**src/hw/rtl/lfbl_pkg.sv**
```systemverilog
// shared types and constants for the linked free block list
// no dependencies
package lfbl_pkg;

  localparam int NUM_BLOCKS = 1024;
  localparam int IDX_W      = $clog2(NUM_BLOCKS);

  typedef enum logic [1:0] {
    ACT_POP    = 2'd0,
    ACT_PUSH   = 2'd1,
    ACT_FORMAT = 2'd2,
    ACT_NONE   = 2'd3
  } action_e;

  typedef enum logic [1:0] {
    STAT_OK      = 2'd0,
    STAT_EMPTY   = 2'd1,
    STAT_INVALID = 2'd2,
    STAT_FULL    = 2'd3
  } status_e;

  typedef enum logic [1:0] {
    S_SWEEP,
    S_IDLE,
    S_POP
  } state_e;

  // one access to the link memory per cycle
  typedef struct packed {
    logic             we;
    logic [IDX_W-1:0] addr;
    logic [IDX_W-1:0] wdata;
  } mem_req_t;

endpackage

```
**src/hw/rtl/lfbl_ctrl.sv**
```systemverilog
// sequencer for pop, push and format, plus head, count and result registers
// depends on lfbl_pkg; drives the link ram request
module lfbl_ctrl
  import lfbl_pkg::*;
(
  input  logic             clk_i,
  input  logic             rst_ni,
  input  logic             start,
  output logic             busy,
  input  logic [1:0]       action_i,
  input  logic [IDX_W-1:0] block_index_i,
  output logic             valid_o,
  output logic [IDX_W-1:0] given_block_o,
  output logic [1:0]       status_o,
  output logic [IDX_W-1:0] free_count_o,
  output mem_req_t         mem_req_o,
  input  logic [IDX_W-1:0] mem_rdata_i
);

  localparam logic [IDX_W-1:0] LAST_IDX = IDX_W'(NUM_BLOCKS - 1);

  state_e           state_q, state_d;
  logic [IDX_W-1:0] head_q, head_d;
  logic [IDX_W-1:0] count_q, count_d;
  logic [IDX_W-1:0] sweep_q, sweep_d;
  logic             fmt_q, fmt_d;
  logic             valid_q, valid_d;
  logic [IDX_W-1:0] given_q, given_d;
  status_e          status_q, status_d;
  logic             is_empty, bad_block;

  assign is_empty  = (head_q == '0) || (count_q == '0);
  assign bad_block = (block_index_i == '0) ||
                     ((IDX_W+1)'(block_index_i) >= (IDX_W+1)'(NUM_BLOCKS));

  always_ff @(posedge clk_i or negedge rst_ni) begin
    if (!rst_ni) begin
      state_q  <= S_SWEEP;
      head_q   <= IDX_W'(1);
      count_q  <= LAST_IDX;
      sweep_q  <= '0;
      fmt_q    <= 1'b0;
      valid_q  <= 1'b0;
      given_q  <= '0;
      status_q <= STAT_OK;
    end else begin
      state_q  <= state_d;
      head_q   <= head_d;
      count_q  <= count_d;
      sweep_q  <= sweep_d;
      fmt_q    <= fmt_d;
      valid_q  <= valid_d;
      given_q  <= given_d;
      status_q <= status_d;
    end
  end

  always_comb begin
    state_d   = state_q;
    head_d    = head_q;
    count_d   = count_q;
    sweep_d   = sweep_q;
    fmt_d     = fmt_q;
    valid_d   = 1'b0;
    given_d   = given_q;
    status_d  = status_q;
    busy      = 1'b1;
    mem_req_o = '{we: 1'b0, addr: head_q, wdata: head_q};

    case (state_q)
      S_SWEEP: begin
        // rebuild the chain one entry per cycle
        mem_req_o.we    = 1'b1;
        mem_req_o.addr  = sweep_q;
        mem_req_o.wdata = (sweep_q == LAST_IDX) ? '0 : sweep_q + IDX_W'(1);
        sweep_d         = sweep_q + IDX_W'(1);
        if (sweep_q == LAST_IDX) begin
          head_d  = IDX_W'(1);
          count_d = LAST_IDX;
          state_d = S_IDLE;
          fmt_d   = 1'b0;
          if (fmt_q) begin
            valid_d  = 1'b1;
            given_d  = '0;
            status_d = STAT_OK;
          end
        end
      end
      S_IDLE: begin
        busy = 1'b0;
        if (start) begin
          given_d  = '0;
          status_d = STAT_OK;
          case (action_e'(action_i))
            ACT_POP: begin
              if (is_empty) begin
                valid_d  = 1'b1;
                status_d = STAT_EMPTY;
              end else begin
                // read link of current head, finish next cycle
                state_d = S_POP;
              end
            end
            ACT_PUSH: begin
              valid_d = 1'b1;
              if (bad_block) begin
                status_d = STAT_INVALID;
              end else if (count_q >= LAST_IDX) begin
                status_d = STAT_FULL;
              end else begin
                mem_req_o.we    = 1'b1;
                mem_req_o.addr  = block_index_i;
                mem_req_o.wdata = head_q;
                head_d          = block_index_i;
                count_d         = count_q + IDX_W'(1);
              end
            end
            ACT_FORMAT: begin
              sweep_d = '0;
              fmt_d   = 1'b1;
              state_d = S_SWEEP;
            end
            default: begin
              valid_d = 1'b1;
            end
          endcase
        end
      end
      S_POP: begin
        valid_d  = 1'b1;
        given_d  = head_q;
        status_d = STAT_OK;
        head_d   = mem_rdata_i;
        count_d  = count_q - IDX_W'(1);
        state_d  = S_IDLE;
      end
      default: begin
        state_d = S_IDLE;
      end
    endcase
  end

  assign valid_o       = valid_q;
  assign given_block_o = given_q;
  assign status_o      = status_q;
  assign free_count_o  = count_q;

endmodule

```
**config.mk**
```make
export PLATFORM = sky130hd
export DESIGN_NAME = lfbl_ctrl
export DESIGN_NICKNAME = d
export VERILOG_FILES = /design/src/hw/rtl/lfbl_pkg.sv /design/src/hw/rtl/lfbl_ctrl.sv
export SDC_FILE = /design/constraint.sdc
export NUM_CORES = 1
export LEC_CHECK = 0
export ABC_AREA = 1
export BUFFER_PORTS_ARGS = -buffer_cell sky130_fd_sc_hd__buf_2
export CAP_MARGIN = 10
export CORE_MARGIN = 2
export CORE_UTILIZATION = 55
export CTS_CLUSTER_DIAMETER = 100
export DETAILED_ROUTE_END_ITERATION = 10
export PLACE_DENSITY = 0.8
export REMOVE_ABC_BUFFERS = 1
export SETUP_SLACK_MARGIN = 0.02
export SLEW_MARGIN = 20
export SYNTH_ARGS = -nofsm -noshare
export SYNTH_HDL_FRONTEND = slang
export SYNTH_SLANG_ARGS = --single-unit
```
**constraint.sdc**
```tcl
create_clock -name clk_i -period 2.3 [get_ports clk_i]
set_input_delay 0 -clock clk_i [delete_from_list [all_inputs] [get_ports clk_i]]
set_output_delay 0 -clock clk_i [all_outputs]
set_load 0.03 [all_outputs]
```
* Word level (Yosys, flattened, before mapping)
Cells that the tools add are included.
Storage, ports and cells: memories 0, memory bits (read-only) 0, word-level logic and storage cells 88, bits in latches 0, input port bits 25, RAM bits 0, register bits after elaboration 46
Operators by class: muxes and demuxes 49, reduce and logical (&&, ||, !) cells 13, magnitude comparators 1, multiply operators 0, divide/modulo/power cells 0, equality and inequality tests 14, add/sub/neg operators 3, bitwise operators 0, shift operators 0
Operator list (count):
- $mux W10 | 16
- $pmux W10 S3 | 3
- $mux W21 | 4
- $pmux W21 S2 | 1
- $logic_not A10 Y1 | 3
- $add A10 B1 Y10 const B | 2
- $pmux W10 S2 | 1
- $mux W2 | 8
- $ne A2 B2 Y1 const B | 6
- $pmux W2 S2 | 3
- $reduce_and A4 Y1 | 3
- $eq A10 B10 Y1 const B | 1
- $ge A10 B10 Y1 const B | 1
- $sub A10 B1 Y10 const B | 1
- $mux W1 | 9
- $pmux W2 S3 | 1
- $reduce_and A6 Y1 | 1
- $eq A2 B1 Y1 const B | 2
- $eq A2 B2 Y1 const B | 2
- $logic_not A2 Y1 | 2
- $pmux W1 S2 | 2
- $ne A3 B1 Y1 const B | 1
- $ne A3 B3 Y1 const B | 1
- $pmux W1 S3 | 1
- other kinds (5) | 5

* Longest topological paths before layout
word-level depth 6, gate-level depth with buffers 16

* Worst setup path after synthesis
OpenSTA, ideal clock, no wires.
path kind reg2out, start register state_q[1], end output port mem_req_o[20] (netlist bit), cell stages (with the launch flop) 7, arrival 1.960 ns, data required time 2.300 ns, setup slack 0.340 ns, path through dfrtp_1 -> inv_1 -> ha_1 -> buf_2 -> inv_1 -> clkbuf_1 -> o21ai_0
RTL lines:
- start: declaration | line lfbl_ctrl.sv:22 | state_e state_q, state_d;
- start signal: assignment | line lfbl_ctrl.sv:47 | state_q <= state_d;
- end: declaration | line lfbl_ctrl.sv:16 | output mem_req_t mem_req_o,

==> metrics.yaml <==
worst_r2r_path_depth: 9
globalRouteOverflowTotal: 0
outcome: "finished clean"
setup.worst_path.end_class: "output port"
synthFlopType: "sky130_fd_sc_hd__dfrtp_1"
clk_transition_reported_paths_ps: 100
netlist_instances: 502
io-pin-count: 70
htree_num_levels: 2
routed_wire_length_per_instance_um: 14.7
tightest_pin_transition_ps: 986
path_class: "register to output port"
worst_vdd_drop_mv: 0.948
global_route.usage.met3: 0.0467
cp-start-kind: "register"
first_pass_iters: 6
cts_root_buffer: "sky130_fd_sc_hd__clkbuf_8"
clk_latency_ps: 310
yosys_warnings: 0
whs_path_depth: 3
area.growth.synth_to_final_pct: 18.8
p_per_area_mw_per_mm2: 1610
grt_start_max_net_pins: 43
final_hold_viol_count: 0
dominant_cell_by_count_in_the_synthesized_netlist: "sky130_fd_sc_hd__nand2_1"
worst-endpoint-required_ps: 2300
post_synth.cell_area_avg_um2: 6.54
grt_antenna_before_repair: 0
ys_seq_elements: 46
crit_fanout: 15
synth.area.top_cells: "sky130_fd_sc_hd__dfrtp_1, sky130_fd_sc_hd__nand2_1, sky130_fd_sc_hd__dfstp_2"
finalClockSkew_ps: 8.39
critical_path_arrival_ps: 2160
count_of_flip_flops_with_a_built_in_enable_after_synthesis: 0
longest_clk_path_bufs: 2
timing.fmax_ghz: 0.464
synth.top_cell.area_share: 0.267
synth_cell_types: 37
tritoncts_clock_tree: "built"
floorplan.rows: 28
dp_worst_setup_slack_ps: 284
drive_gt1_frac: 0.209
detailedRoute.firstIterationViolations: 324
register_area_share_after_synthesis: 0.355
slew_viol_final: 0
core-area_mm2: 0.00585
postLayoutSetupSlackWorst_ps: 143
synthesis.area_mm2: 0.00328
start_util: 0.561
leakagePower_nw: 2.12
place.gp.congestion: 0.916
wl_um: 9670
chipWidth_um: 81.2
yosys.area.top_type: "sky130_fd_sc_hd__dfrtp_1"
period_share: 0.938
met1_usage: 0.461
design.die.area_mm2: 0.00660
first_global_vias: 2964
ant_nets: 0
final_nets: 615
timing.max_cap.violations: 0
period_needed_ps: 2160
detailroute.via_count: 3596
ys_top_cells_by_count: "sky130_fd_sc_hd__nand2_1, sky130_fd_sc_hd__inv_1, sky130_fd_sc_hd__nor2_1, sky130_fd_sc_hd__o21ai_0, sky130_fd_sc_hd__nand3_1"
cts.sinks: 46
portBuffers: 69
numCtsBuffers: 5
final-setup-viol-count: 0
timing.setup.tns_ps: 0
detail_route.drc_violations: 0
chip_height_um: 81.2
grt_use_met2: 0.442
grt_use_total: 0.299
post-dp-hpwl_um: 7420
timing.hold.worst.class: "primary input to register"
async_reset_ff_frac: 1.00
grt_first_pass_wirelength_um: 15100
unrepaired_setup_endpoints_after_global_routing: "false"
post_drt_via_cell_ratio: 5.46
top_usage_layer: "met1"
insertedDiodeCount: 0
worst_max_slew_margin_expressed_relative_to_the_limit: 0.343
-- cell type report --
type,instances,area (um2)
repair buffers,92,520
flip-flops and latches,46,1160
inverters,70,263
fillers,562,1950
well taps,75,93.8
multi-input cells,368,1760
clock buffers,5,68.8
clock inverters,3,21.3
-- metrics by stage --
step | power (mW) | util | hold slack [ps] | area [um2] | instances
final | 6.27 | 0.666 | 15.2 | 3900 | 659
after global routing | 6.76 | 0.666 | 42.3 | 3900 | 659
after CTS | 6.18 | 0.664 | 17.9 | 3890 | 659
after detailed placement | 5.66 | 0.647 | 208 | 3790 | 650
after global placement | 5.62 | 0.647 | 208 | 3790 | 650
after floorplan | 4.26 | - | -296 | 3180 | 484
-- logic make-up after synthesis --
kind of cell | share of synthesized area
xor gates and xnor gates | 0.0240
buffers and inverters | 0.110
and+or+nand+nor | 0.338
AOI/OAI and AO/OA | 0.146
DFF | 0.355
adders and majority gates | 0.0267
-- power breakdown --
| group | total (mW) | switching [mW] | internal (mW) |
|---|---|---|---|
| sequential | 1.45 | 0.308 | 1.14 |
| clock | 0.514 | 0.300 | 0.214 |
| combinational | 4.30 | 2.94 | 1.36 |
| total | 6.27 | 3.55 | 2.72 |
-- worst max-delay path, stage by stage, from the launching register on --
cell and delay, ps:
sky130_fd_sc_hd__dfstp_2 610, sky130_fd_sc_hd__nand2_1 80, sky130_fd_sc_hd__nor2_1 190, sky130_fd_sc_hd__nand3_1 150, sky130_fd_sc_hd__nand4_1 150, sky130_fd_sc_hd__buf_4 230, sky130_fd_sc_hd__nor2_1 50, sky130_fd_sc_hd__o21ai_0 160
sky130_fd_sc_hd__buf_2 230
-- flip-flops by register name, summed over array words and instances, names as in the netlist --
signal,flops
valid_o,1
given_block_o,10
sweep_q,10
free_count_o,10
state_q,2
fmt_q,1
head_q,10
status_o,2
-- timing repair --
item / CTS / global route
endpoints found under the setup margin: 0 / 12
hold buffers: 1 / 0
buffers inserted: 0 / 0
gates resized for setup: 0 / 4
hold endpoints to repair: 35 / 0
-- worst paths after layout --
path	start	slack (ps)	to
setup / recovery	free_count_o[7]	140	mem_req_o[10]
hold / removal	mem_rdata_i[0]	20	head_q[0]
setup reg to reg	state_q[1]	250	head_q[2]
hold reg to reg	given_block_o[7]	490	given_block_o[7]
max in group asynchronous	rst_ni	1200	free_count_o[2]
min in group asynchronous	rst_ni	390	state_q[0]
-- routing by layer --
layer / up-vias / share of wire
met4: 0 / 0.0082
met2: 156 / 0.45
li1: 1764 / -
met3: 7 / 0.077
met5: - / 0
met1: 1669 / 0.47
-- cells in the final DEF (no fill, tap or decap), types with 2 or more instances in the layout --
cell / Yosys / routed
sky130_fd_sc_hd__nand2_1: 149 / 149
sky130_fd_sc_hd__buf_2: 6 / 69
sky130_fd_sc_hd__inv_1: 68 / 68
sky130_fd_sc_hd__nor2_1: 65 / 62
sky130_fd_sc_hd__o21ai_0: 43 / 43
sky130_fd_sc_hd__nand3_1: 36 / 36
sky130_fd_sc_hd__dfrtp_1: 35 / 35
sky130_fd_sc_hd__buf_4: 2 / 22
sky130_fd_sc_hd__o22ai_1: 15 / 15
sky130_fd_sc_hd__a21oi_1: 11 / 11
sky130_fd_sc_hd__dfstp_2: 11 / 11
sky130_fd_sc_hd__xor2_1: 8 / 8
sky130_fd_sc_hd__nand4_1: 7 / 7
sky130_fd_sc_hd__ha_1: 7 / 6
sky130_fd_sc_hd__o21ai_1: 5 / 5
sky130_fd_sc_hd__clkbuf_8: 0 / 5
sky130_fd_sc_hd__nor2_2: 0 / 3
sky130_fd_sc_hd__a22oi_1: 3 / 3
sky130_fd_sc_hd__nand2_4: 3 / 3
sky130_fd_sc_hd__inv_2: 2 / 2
sky130_fd_sc_hd__a21boi_0: 2 / 2
(Power assumes the default switching activity.)
